--- src/rtl/pbt_pkg.sv ---
package pbt_pkg;

  localparam int ADDR_W = 32;
  localparam int TIME_W = 48;
  localparam int MS_W   = 39;
  localparam int CONF_W = 8;
  localparam int STAT_W = 2;

  localparam int IN_DATA_W  = 80;  // addr + time, already whole bytes
  localparam int OUT_DATA_W = 48;  // interval_ms + confidence, padded to bytes
  localparam int OUT_USER_W = 3;   // status + alert

  localparam int CFG_IDX_W = 8;

  localparam logic [CFG_IDX_W-1:0] CFG_JITTER = CFG_IDX_W'(0);
  localparam logic [CFG_IDX_W-1:0] CFG_LIMIT  = CFG_IDX_W'(1);

  localparam logic [TIME_W-1:0] JITTER_RST = TIME_W'(100000);
  localparam logic [CONF_W-1:0] LIMIT_RST  = CONF_W'(5);
  localparam logic [CONF_W-1:0] CONF_MAX   = '1;

  localparam logic [STAT_W-1:0] ST_KNOWN = STAT_W'(0);
  localparam logic [STAT_W-1:0] ST_NEW   = STAT_W'(1);
  localparam logic [STAT_W-1:0] ST_FULL  = STAT_W'(2);

  // divide by 1000 as ((x >> 3) * ceil(2^52 / 125)) >> 52, exact for 45-bit x >> 3;
  // the multiply is split in 23-bit halves, one partial product per cycle
  localparam int DIVISOR     = 1000;
  localparam int DIV_PRE_SH  = 3;
  localparam int DIV_POST_SH = 52;
  localparam int DIV_HALF_W  = 23;
  localparam int DIV_OP_W    = 2 * DIV_HALF_W;
  localparam int DIV_ACC_W   = 2 * DIV_OP_W;
  localparam int DIV_STEPS   = 4;
  localparam int DIV_CNT_W   = $clog2(DIV_STEPS);
  localparam logic [DIV_OP_W-1:0] DIV_RECIP = 46'd36028797018964;

  typedef struct packed {
    logic [ADDR_W-1:0] addr;
    logic [TIME_W-1:0] last_time;
    logic [TIME_W-1:0] last_interval;
    logic [CONF_W-1:0] conf;
  } pbt_entry_t;

  typedef struct packed {
    logic       we;
    pbt_entry_t entry;
  } pbt_wr_t;

endpackage

--- src/rtl/pbt_cell.sv ---
module pbt_cell #(
  parameter int CNT_W = 8,
  parameter int IDX   = 0
) (
  input  logic                      clk,
  input  logic [pbt_pkg::ADDR_W-1:0] key,
  input  logic [CNT_W-1:0]          used,
  input  pbt_pkg::pbt_wr_t          wr,
  output logic                      hit,
  output pbt_pkg::pbt_entry_t       entry
);
  import pbt_pkg::*;

  pbt_entry_t entry_r;

  always_ff @(posedge clk) begin
    if (wr.we) begin
      entry_r <= wr.entry;
    end
  end

  // only slots below the fill count hold a written entry
  assign hit   = (CNT_W'(IDX) < used) && (entry_r.addr == key);
  assign entry = entry_r;

endmodule

--- config.mk ---
export PLATFORM = sky130hd
export DESIGN_NAME = pbt_cell
export DESIGN_NICKNAME = d
export VERILOG_FILES = /design/src/rtl/pbt_pkg.sv /design/src/rtl/pbt_cell.sv
export SDC_FILE = /design/constraint.sdc
export NUM_CORES = 1
export LEC_CHECK = 0
export BUFFER_PORTS_ARGS = -buffer_cell sky130_fd_sc_hd__clkbuf_2
export CAP_MARGIN = 20
export CORE_AREA = 3 3 121 123
export CTS_CLUSTER_SIZE = 10
export DETAILED_ROUTE_END_ITERATION = 10
export DIE_AREA = 0 0 124 126
export PLACE_DENSITY_LB_ADDON = 0.08
export REMOVE_ABC_BUFFERS = 1
export SYNTH_ARGS = -nofsm -noshare
export SYNTH_HDL_FRONTEND = slang
export SYNTH_SLANG_ARGS = --single-unit
--- constraint.sdc ---
create_clock -name clk -period 1.6 [get_ports clk]
set_clock_uncertainty 0.15 [all_clocks]
set_input_delay 0.32 -clock clk [delete_from_list [all_inputs] [get_ports clk]]
set_output_delay 0.32 -clock clk [all_outputs]
set_load 0.05 [all_outputs]
======== Yosys cells after proc, flatten, opt, wreduce, memory -nomap -nowiden ========
Index checks and enable logic that the tools add are counted.
storage, ports and cells
  word-level logic and storage cells ...... 7
  register bits ........................... 136
  output and inout port bits .............. 137
cells by class
  reduce and logical (&&, ||, !) cells .... 1
  equality and inequality tests ........... 1
  $lt $le $gt $ge ......................... 1
operator list
  kind                                               count
  equality test 32 bit                               1
  < comparator 1 x 8 -> 1 bit, first input constant  1
  logical AND 1 bit                                  1

======== Logic depth before layout (Yosys ltp) ========
  depth in word-level cells ............... 2
  depth in mapped cells ................... 4
  gate-level depth less buffers ........... 4

======== Worst setup path after synthesis ========
OpenSTA, ideal clock, no wires.
  path kind ............................... register to output
  from .................................... register entry_r (netlist bit entry[128])
  to ...................................... output hit
  arrival time ............................ 3.008 ns
  slack ................................... -1.878 ns
  required time ........................... 1.130 ns
  cell stages (with the launch flop) ...... 5
  buffers on the path ..................... 0
  cell sequence ........................... edfxtp_1 xor2_1 nor4_1 nand3_1 a2111oi_1
between the ends
  cells in the longest elaborated chain, start to end .. 2
ends and longest elaborated chain
  what                    RTL line        source
  start, declared         pbt_cell.sv:14  pbt_entry_t entry_r;
  start signal, assigned  pbt_cell.sv:18  entry_r <= wr.entry;
  equality test 32 bit    pbt_cell.sv:23  assign hit = (CNT_W'(IDX) < used) && (entry_r.addr == key);
  logical AND 1 bit       pbt_cell.sv:23
  end, declared           pbt_cell.sv:9   output logic hit,
No other way between the ends.

======== Worst setup path in the final report ========
  from .................................... register entry_r (netlist bit entry[129])
  to ...................................... output hit
The elaborated chain is that of the path after synthesis.

==> impl_metrics.csv <==
group,metric,value,unit
worst_hold_path,holdCritPathClass,"in -> reg",
yosys,seq_area_frac_synth,0.918,
setup_path,required,1.13,ns
global_routing,grt-ovfl-total,0,
floorplanning,die_area,15600,sq um
cells_and_area,nFillCells,1022,
timing,slew_headroom,0.698,
yosys,synth_cells,181,
cells_and_area,multi_input_area,394,sq um
timing,fin_crit,2.62,ns
cells_and_area,seq_area,4080,sq um
setup_path,worstPathArrival,2.15,ns
drt,dr.pass1.iters,4,
global_routing,grt_first_pass_wirelength,20300,microns
setup_path,startpoint,"entry[129]$_DFFE_PP_",
drt,drtIter0Drc,131,
clock_network,cts.clk_slew.worst_paths,0.05,ns
drt,num_vias,3605,
clock_network,cts_max_level,4,
timing,slew_violations,0,
cells_and_area,layout_commonest_cell,"clkbuf_2",
clock_network,cts_tree,"built",
yosys,synth-simple-area-share,0.0166,
global_routing,grt_pass1_vias,4025,
worst_hold_path,min_from,"wr[136]",
setup_path,worstSetupPathType,"reg -> out",
drt,drc,0,
timing,fin_crit_sh,1.64,
yosys,muxShareOfSynthArea,0,
floorplanning,io_pins,315,
clock_network,cts_root_buf,"clkbuf_16",
yosys,synth.distinct_cells,7,
clock_network,cts_buffers,17,
timing,hold_viol_final,0,
drt,detail-route-antenna-nets,0,
yosys,ys_ff_latch,136,
floorplanning,core,13800,sq um
drt,viasPerCell,4.17,
drt,wl_per_cell,16.0,microns
floorplanning,die_y,126,microns
yosys,yosysWarnings,0,
timing,setup_violations,7,
yosys,synth_top_area_share,0.918,
yosys,synth-compound-area-share,0.00225,
yosys,synth_top_family_by_area,"XOR/XNOR gates",
timing,setup_ws,-1.02,ns
cells_and_area,nets,849,
yosys,synth_xor_area_frac,0.0630,
timing,tightest_slew,0.449,ns
cells_and_area,largest_reg_flops,136,
placement,finalWeightedCongestion,0.720,
yosys,synthAdderAreaFrac,0,
global_routing,grt_max_degree,71,
clock_network,clock_sink_count,136,
global_routing,grtUsageTotal,0.177,
setup_path,cp-end-kind,"output port",
placement,port_buffers,314,
run_status,violations,"setup timing",
global_routing,antenna_found_initial,0,
yosys,syn_area,4450,sq um
timing,fin_tns_setup,-1.14,ns
pwr,p_leak,3.90,nW
placement,place_ws,-0.750,ns
drt,finalWirelength,13900,microns
clock_network,clock_path_buffers,2,
floorplanning,die_width,124,microns
cells_and_area,syn_to_final_growth,98.6,%
cells_and_area,diodes,0,
pwr,peakVddDrop,0.890,mV
yosys,syn_area_per_cell,24.6,sq um
floorplanning,start_util,0.323,
run,drv_cap,0,
cells_and_area,final_cell_mix,"clkbuf_2 (295), edfxtp_1 (136), dlygate4sd3_1 (136)",
setup_path,crit_fanout,2,
timing,fmax,382,MHz
cells_and_area,drive_gt1_frac,0.534,
timing,rsz0062_at_grt,"true",
yosys,synth_area_leader_cell,"edfxtp_1",
placement,hpwl,9520,microns
floorplanning,rows,43,
setup_path,cp-start-kind,"register",
yosys,ys_top_cells_by_area,"edfxtp_1 (92%), xor2_1 (5.5%), nor4_1 (1.3%), xnor2_1 (0.79%), nand4_1 (0.28%)",
pwr,p_per_area,1180,nW/um^2
run_status,status,"finished, violations left",
cell usage after synthesis:
library cell  count
edfxtp_1        136
xor2_1           28
nor4_1            9
xnor2_1           4
nand4_1           2
a2111oi_1         1
nand3_1           1
stage by stage:
step / total power, mW / hold slack (ns) / instance area [sq um] / std cells / util
CTS: 10.5 / 0.313 / 8800 / 863 / 0.639
global placement: 6.10 / 0.347 / 6440 / 695 / 0.467
floorplan: 5.47 / 0.269 / 4450 / 181 / -
global route: 10.8 / 0.314 / 8830 / 864 / 0.641
detailed placement: 6.12 / 0.349 / 6440 / 695 / 0.467
finish: 10.4 / 0.314 / 8830 / 864 / 0.641
worst max-delay path, stage by stage, from the launching register on:
cell       delay, ns
edfxtp_1        0.40
xor2_1          0.18
nor4_2          0.34
nand3_1         0.16
a2111oi_2       0.37
buf_4           0.18
buf_12          0.13
final timing paths:
path	endpoint	slack [ns]	cells past startpoint
setup / recovery	hit	-1.02	6
hold / removal	entry[11]$_DFFE_PP_	0.31	2
area by class of cell:
| cell class | count | area share |
|---|---|---|
| flip-flops and latches | 136 | 0.462 |
| well taps | 180 | 0.0255 |
| multi-input cells | 45 | 0.0446 |
| clock inverters | 11 | 0.0174 |
| repair buffers | 471 | 0.400 |
| clock buffers | 21 | 0.0499 |
power by group:
part	total (mW)	switching, mW	leakage, nW	internal, mW
clock network	3.91	1.33	0.287	2.58
logic	2.14	1.36	2.28	0.780
registers	4.36	0.111	1.33	4.24
total	10.4	2.80	3.90	7.60
timing repair:
item | in CTS | in global routing
setup endpoints to repair | 18 | 18
buffers inserted | 9 | 13
hold endpoints to repair | 136 | 0
hold buffers | 136 | 0
resized for setup | 68 | 16
cloned | 0 | 0
pin swaps | 6 | 2
routing by layer:
metal  share of wire  vias to the layer above  GRT usage
met4           0.019                        0     0.0793
met3           0.099                       16     0.0714
met5               0                        -          0
met2            0.54                      197      0.325
met1            0.34                     1688      0.170
li1                -                     1704          -
logic make-up (layout without fill, tap and decap cells):
kind of cell,after synthesis,count (layout)
XOR/XNOR,32,32
AND/OR/NAND/NOR,12,12
buffers and inverters,0,503
flip-flops,136,136
AO/OA/AOI/OAI,1,1
Power figures use the tool's default switching activity.
