### src/rtl/pbt_pkg.sv
package pbt_pkg;

  localparam int ADDR_W = 32;
  localparam int TIME_W = 48;
  localparam int MS_W   = 39;
  localparam int CONF_W = 8;
  localparam int STAT_W = 2;

  localparam int IN_DATA_W  = 80;  // addr + time, already whole bytes
  localparam int OUT_DATA_W = 48;  // interval_ms + confidence, padded to bytes
  localparam int OUT_USER_W = 3;   // status + alert

  localparam int CFG_IDX_W = 8;

  localparam logic [CFG_IDX_W-1:0] CFG_JITTER = CFG_IDX_W'(0);
  localparam logic [CFG_IDX_W-1:0] CFG_LIMIT  = CFG_IDX_W'(1);

  localparam logic [TIME_W-1:0] JITTER_RST = TIME_W'(100000);
  localparam logic [CONF_W-1:0] LIMIT_RST  = CONF_W'(5);
  localparam logic [CONF_W-1:0] CONF_MAX   = '1;

  localparam logic [STAT_W-1:0] ST_KNOWN = STAT_W'(0);
  localparam logic [STAT_W-1:0] ST_NEW   = STAT_W'(1);
  localparam logic [STAT_W-1:0] ST_FULL  = STAT_W'(2);

  // divide by 1000 as ((x >> 3) * ceil(2^52 / 125)) >> 52, exact for 45-bit x >> 3;
  // the multiply is split in 23-bit halves, one partial product per cycle
  localparam int DIVISOR     = 1000;
  localparam int DIV_PRE_SH  = 3;
  localparam int DIV_POST_SH = 52;
  localparam int DIV_HALF_W  = 23;
  localparam int DIV_OP_W    = 2 * DIV_HALF_W;
  localparam int DIV_ACC_W   = 2 * DIV_OP_W;
  localparam int DIV_STEPS   = 4;
  localparam int DIV_CNT_W   = $clog2(DIV_STEPS);
  localparam logic [DIV_OP_W-1:0] DIV_RECIP = 46'd36028797018964;

  typedef struct packed {
    logic [ADDR_W-1:0] addr;
    logic [TIME_W-1:0] last_time;
    logic [TIME_W-1:0] last_interval;
    logic [CONF_W-1:0] conf;
  } pbt_entry_t;

  typedef struct packed {
    logic       we;
    pbt_entry_t entry;
  } pbt_wr_t;

endpackage

### src/rtl/pbt_div1000.sv
module pbt_div1000 (
  input  logic                       clk,
  input  logic                       rst_n,
  input  logic                       start,
  input  logic [pbt_pkg::TIME_W-1:0] dividend,
  output logic                       done,
  output logic [pbt_pkg::MS_W-1:0]   quotient
);
  import pbt_pkg::*;

  logic                  busy_r;
  logic                  done_r;
  logic [DIV_CNT_W-1:0]  cnt_r;
  logic [DIV_OP_W-1:0]   y_r;
  logic [DIV_ACC_W-1:0]  acc_r;
  logic [DIV_HALF_W-1:0] op_a;
  logic [DIV_HALF_W-1:0] op_b;
  logic [DIV_OP_W-1:0]   prod;
  logic [DIV_ACC_W-1:0]  prod_sh;

  // step 0: lo*lo, steps 1 and 2: cross terms, step 3: hi*hi
  always_comb begin
    op_a = cnt_r[1] ? y_r[DIV_OP_W-1 -: DIV_HALF_W] : y_r[DIV_HALF_W-1:0];
    op_b = cnt_r[0] ? DIV_RECIP[DIV_OP_W-1 -: DIV_HALF_W] : DIV_RECIP[DIV_HALF_W-1:0];
    prod = DIV_OP_W'(op_a) * DIV_OP_W'(op_b);
    case (cnt_r)
      DIV_CNT_W'(0):             prod_sh = DIV_ACC_W'(prod);
      DIV_CNT_W'(DIV_STEPS - 1): prod_sh = {prod, {DIV_OP_W{1'b0}}};
      default:                   prod_sh = {{DIV_HALF_W{1'b0}}, prod, {DIV_HALF_W{1'b0}}};
    endcase
  end

  always_ff @(posedge clk) begin
    if (!rst_n) begin
      busy_r <= 1'b0;
      done_r <= 1'b0;
      cnt_r  <= '0;
    end else begin
      done_r <= busy_r && !start && (cnt_r == DIV_CNT_W'(DIV_STEPS - 1));
      if (start) begin
        busy_r <= 1'b1;
        cnt_r  <= '0;
        y_r    <= DIV_OP_W'(dividend[TIME_W-1:DIV_PRE_SH]);
        acc_r  <= '0;
      end else if (busy_r) begin
        acc_r <= acc_r + prod_sh;
        cnt_r <= cnt_r + DIV_CNT_W'(1);
        if (cnt_r == DIV_CNT_W'(DIV_STEPS - 1)) begin
          busy_r <= 1'b0;
        end
      end
    end
  end

  assign done     = done_r;
  assign quotient = acc_r[DIV_POST_SH +: MS_W];

endmodule

### config.mk
export PLATFORM = sky130hd
export DESIGN_NAME = pbt_div1000
export DESIGN_NICKNAME = d
export VERILOG_FILES = /design/src/rtl/pbt_pkg.sv /design/src/rtl/pbt_div1000.sv
export SDC_FILE = /design/constraint.sdc
export NUM_CORES = 1
export LEC_CHECK = 0
export ABC_CLOCK_PERIOD_IN_PS = 9700
export BUFFER_PORTS_ARGS = -buffer_cell sky130_fd_sc_hd__buf_4
export CAP_MARGIN = 20
export CORE_ASPECT_RATIO = 0.7
export CORE_MARGIN = 3
export CORE_UTILIZATION = 59
export DETAILED_ROUTE_END_ITERATION = 12
export PLACE_DENSITY = 0.8
export SYNTH_ARGS = -nofsm -noshare
export SYNTH_HDL_FRONTEND = slang
export SYNTH_SLANG_ARGS = --single-unit
### constraint.sdc
create_clock -name clk -period 9.7 [get_ports clk]
set_clock_uncertainty 0.05 [all_clocks]
set_input_delay 0.97 -clock clk [delete_from_list [all_inputs] [get_ports clk]]
set_output_delay 0.97 -clock clk [all_outputs]
set_load 0.01 [all_outputs]
== Yosys cells after proc, flatten, opt, wreduce, memory -nomap -nowiden ==
Cells that the tools add are included.

* Register bits after elaboration: 141
* Bits in latches: 0
* Bits in writable memories: 0
* Memory bits (read-only): 0
* Input port bits: 51
* Output and inout port bits: 40
* Logic and storage cells: 25
* Memories kept: 0

* Add/subtract/negate cells: 2
* $mul: 1
* Divide/modulo/power cells: 0
* Order comparisons: 0
* Eq/ne operators: 1
* Shifts and indexed selects: 0
* Mux-type cells: 7
* Bitwise operators: 1
* Reductions and logical operators: 8

{| class="wikitable"
|+ Operators by type and width
! operator !! number
|-
| $pmux 92 s2 || 1
|-
| $add 92x92->92 || 1
|-
| $mux 92 || 1
|-
| $mul 23x23->46 || 1
|-
| $mux 23 || 2
|-
| $reduce_and 2->1 || 2
|-
| $mux 1 || 3
|-
| $add 2x1->2 const B || 1
|-
| $eq 2x2->1 const B || 1
|-
| $logic_and 1x1->1 || 2
|-
| $logic_not 2->1 || 1
|-
| $reduce_bool 2->1 || 1
|-
| $reduce_or 2->1 || 1
|-
| $logic_not 1->1 || 1
|-
| $not 1->1 || 1
|}

== Longest topological paths before layout ==
* Depth after elaboration: 5
* Gate-level depth with buffers: 43

== Worst setup path after synthesis ==
OpenSTA, ideal clock, no wires.

* Path kind: register -> register
* Start: register cnt_r[1]
* End: register acc_r[86], data pin
* Library setup time: 0.263 ns
* Arrival: 9.672 ns
* Data required time: 9.387 ns
* Setup slack: -0.285 ns
* Cell stages (with the launch flop): 39
* Buffers on the path: 3
* Clock period less this slack: 9.985 ns
* Cell sequence: dfxtp_1 > clkbuf_1 > buf_1 > mux2i_1 > inv_1 > nand2_1 > inv_1 > ha_1 > fa_1 > inv_1 > fa_1 > inv_1 > fa_1 > fa_1 > fa_1 > inv_1 > fa_1 > inv_1 > [3 not listed] > o21ai_0 > a21oi_1 > o21ai_0 > o211ai_1 > nand2_1 > a31oi_1 > o21ai_0 > xnor2_1 > a22o_1 > ha_1 > nand2_1 > nor4_1 > o2111ai_2 > nand3_2 > a31oi_2 > o41a_1 > mux2_1 > a2111o_1

* Longest elaborated chain between the ends: 5
* Elaborated cells on any way between the ends: 7
* Classes of those cells: add/sub: 1; mul: 1; eq/ne: 1; mux: 3; reduce/logical: 1

{| class="wikitable"
|+ RTL lines
! what !! RTL line !! text
|-
| start, declared || pbt_div1000.sv:13 || <nowiki>logic [DIV_CNT_W-1:0] cnt_r;</nowiki>
|-
| start signal, assigned || pbt_div1000.sv:47 || <nowiki>cnt_r <= cnt_r + DIV_CNT_W'(1);</nowiki>
|-
| $mux 23 || pbt_div1000.sv:23 || <nowiki>op_a = cnt_r[1] ? y_r[DIV_OP_W-1 -: DIV_HALF_W] : y_r[DIV_HALF_W-1:0];</nowiki>
|-
| $mul 23x23->46 || pbt_div1000.sv:25 || <nowiki>prod = DIV_OP_W'(op_a) * DIV_OP_W'(op_b);</nowiki>
|-
| $pmux 92 s2 * || pbt_div1000.sv:26 || <nowiki>case (cnt_r)</nowiki>
|-
| $add 92x92->92 * || pbt_div1000.sv:46 || <nowiki>acc_r <= acc_r + prod_sh;</nowiki>
|-
| $mux 92 * || pbt_div1000.sv:45 || <nowiki>end else if (busy_r) begin</nowiki>
|-
| end signal, assigned || pbt_div1000.sv:46 ||
|-
| end, declared || pbt_div1000.sv:15 || <nowiki>logic [DIV_ACC_W-1:0] acc_r;</nowiki>
|}

Mark *: on every way between the ends. The rest lies on a longest branch, timed or not. The select of a mux whose other input is x is not followed.
A chain may end at the register's enable or synchronous reset.

== Worst setup path in the final report ==
Ends and elaborated chain as after synthesis.

==> impl_metrics.toml <==
[clocking]
clk-insertion-delay-late_ps = 470
clock-sinks = 140
tritoncts_buffer_count = 17
root_buffer = "clkbuf_16"
cts.path.max_buffers = 2
cts-htree-levels = 4
worst_path_clk_slew_ps = 80
clock_tree_from_tritoncts = "yes"
cts-hold-fix-buffers = 0

[global_route]
grt_pass1_vias = 24045
globalRouteTotalUtil_pct = 40.0
antenna_found_initial = 2
grt_remaining_overflow = 0
grt_start_max_net_pins = 72
grt_pass1_wl_um = 132000

[sta]
setup_viol = 47
report.final.hold_viol_count = 0
worst_slack_ps = -702
finalSetupTns_ps = -16730
report.final.slew_viol_count = 0
max-slew-margin-rel_pct = 33.0
timing_worst_slew_pin_value_ps = 1000
fin_crit_share_pct = 107
rsz_0062_raised_after_global_routing = "true"
finalCriticalPeriod_ps = 10400
max_clock_freq_ghz = 0.0961

[finish]
register_area_um2 = 4170
layout-area-overhead-vs-synth_pct = 34.6
final_util_pct = 81.1
drive_above_1_share_pct = 32.4
final.fill_count = 2237
multi_input_area_um2 = 19500
finalNetCount = 4036

[setup_path]
critPathMaxFanout = 7
end_kind = "flip-flop"
crit_path_start_kind = "flip-flop"
critPathTopFamily = "adder cells"
cp_slowest_cell = "fa_1"
worst-endpoint-required_ps = 9870
critPathKind = "reg -> reg"
cp.buffers_inverters = 12
cp_data_arrival_time_ps = 10570
cpPeakStageDelay_ps = 630

[yosys]
synth-seq-area-share_pct = 17.3
syn-mean-instance-area_um2 = 8.79
ys_seq_elements = 140
syn_std_cell_area_um2 = 24100
yosysWarnings = 0
yosysUniqueCellTypes = 75
synthFlopType = "edfxtp_1"
synth_edf_count = 136
async_set_or_reset_flop_fraction_in_the_synthesized_netlist_pct = 0
syn-instance-count = 2745

[drt]
detailedRoute.firstPassIterationCount = 10
drt_via_density = 6.33
route.vias.total = 24960
drt-total-wl_um = 94800
drt_iter0_drc = 3495
route.detailed.drc = 0
wl_per_cell_um = 24.0
antenna_violating_nets_post_route = 0

[die]
die_width_um = 248
dieArea_um2 = 43400
die_h_um = 175
initial_cell_density_of_the_core_pct = 60.2
core_region_area_um2 = 40100
top_level_ports = 91
fp-row-count = 61

[flow_run]
max_cap_viols = 0

[run_status]
run_status = "finished, violations left"
failing_checks = "negative setup slack"

[placement]
port_buffers = 87
dp_hpwl_um = 65700
finalWeightedCongestion = 1.03

[min_path]
hold_class = "reg -> reg"
==> cell usage after synthesis (47+ instances only) <==
master / instances / area, um2
a21o_1: 72 / 541
ha_1: 332 / 4150
o21ai_0: 113 / 566
a21oi_1: 189 / 946
inv_1: 528 / 1980
edfxtp_1: 136 / 4080
nand2_1: 158 / 593
xnor2_1: 63 / 552
nor2_1: 229 / 860
clkbuf_1: 75 / 282
xor2_1: 47 / 412
fa_1: 259 / 5180
==> final timing paths <==
path                            startpoint         to  slack, ps  cells after the start
worst max-delay path              cnt_r[1]  acc_r[86]       -700                     41
worst min-delay path                busy_r       done        480                      2
worst min register to register      busy_r       done        480                      2
worst max register to register    cnt_r[1]  acc_r[86]       -700                     41
==> cell usage in the layout, fill, tap and decap left out, types with 41 or more instances in the layout <==
master / synthesis / final
buf_4: 39 / 667
inv_1: 528 / 479
ha_1: 332 / 274
fa_1: 259 / 250
nor2_1: 229 / 215
nand2_1: 158 / 140
a21oi_1: 189 / 137
edfxtp_1: 136 / 136
a21o_1: 72 / 71
o21ai_0: 113 / 70
xnor2_1: 63 / 49
ha_4: 0 / 46
xor2_1: 47 / 45
conb_1: 2 / 44
inv_2: 0 / 43
and2_1: 46 / 42
nand4_1: 41 / 41
==> flip-flops by register name, summed over array words and instances, names as in the netlist <==
| register | count |
|---|---|
| y_r | 45 |
| done | 1 |
| acc_r | 91 |
| busy_r | 1 |
| cnt_r | 2 |
==> kinds of logic (layout without fill, tap and decap cells) <==
logic type	after synthesis	after routing	share of synthesized area [%]
buffers and inverters	655	1275	10.8
and+or+nand+nor	624	624	12.0
adders and majority gates	591	591	38.7
xor gates and xnor gates	110	110	3.99
other	2	45	0.0311
DFF	140	140	17.3
muxes	31	31	1.34
AOI/OAI and AO/OA	592	592	15.9
==> per-stage QoR <==
step / std cells / hold slack (ps) / area [um2] / worst slack, ps
floorplan: 2787 / 410 / 24300 / 65.7
detailed placement: 3829 / 447 / 29100 / -944
global placement: 3829 / 436 / 29100 / -806
global route: 3942 / 496 / 32500 / -901
CTS: 3897 / 459 / 31100 / -25.1
finish: 3943 / 479 / 32500 / -702
==> worst min-delay path: stages (launching register included) <==
cell     delay [ps]
dfxtp_1         360
nand2_1          80
nor2_1           40
==> metal layers <==
layer / track usage [%] / vias to the layer above / share of wire (%)
met5: 0 / - / 0.043
li1: - / 10402 / -
met2: 59.8 / 2110 / 42
met1: 54.7 / 11872 / 36
met3: 13.5 / 572 / 15
met4: 13.3 / 4 / 6.4
==> final cells by class <==
class,instances,area share [%]
clock inverters,12,0.281
diodes,1,0.00770
flip-flops and latches,140,12.8
clock buffers,20,1.34
well taps,535,2.06
multi-input cells,1992,60.1
inverters,528,6.15
repair buffers,715,17.3
==> timing repair <==
action                                  4_1_cts  5_1_grt
endpoints found under the setup margin       50       50
cloned                                        0        0
gates resized for setup                     251      236
setup buffers                                37       46
pin swaps                                   136      185
Power is left out: the tool's default activity adds up to more than one toggle a clock period on the data nets, which glitch-free logic cannot reach.
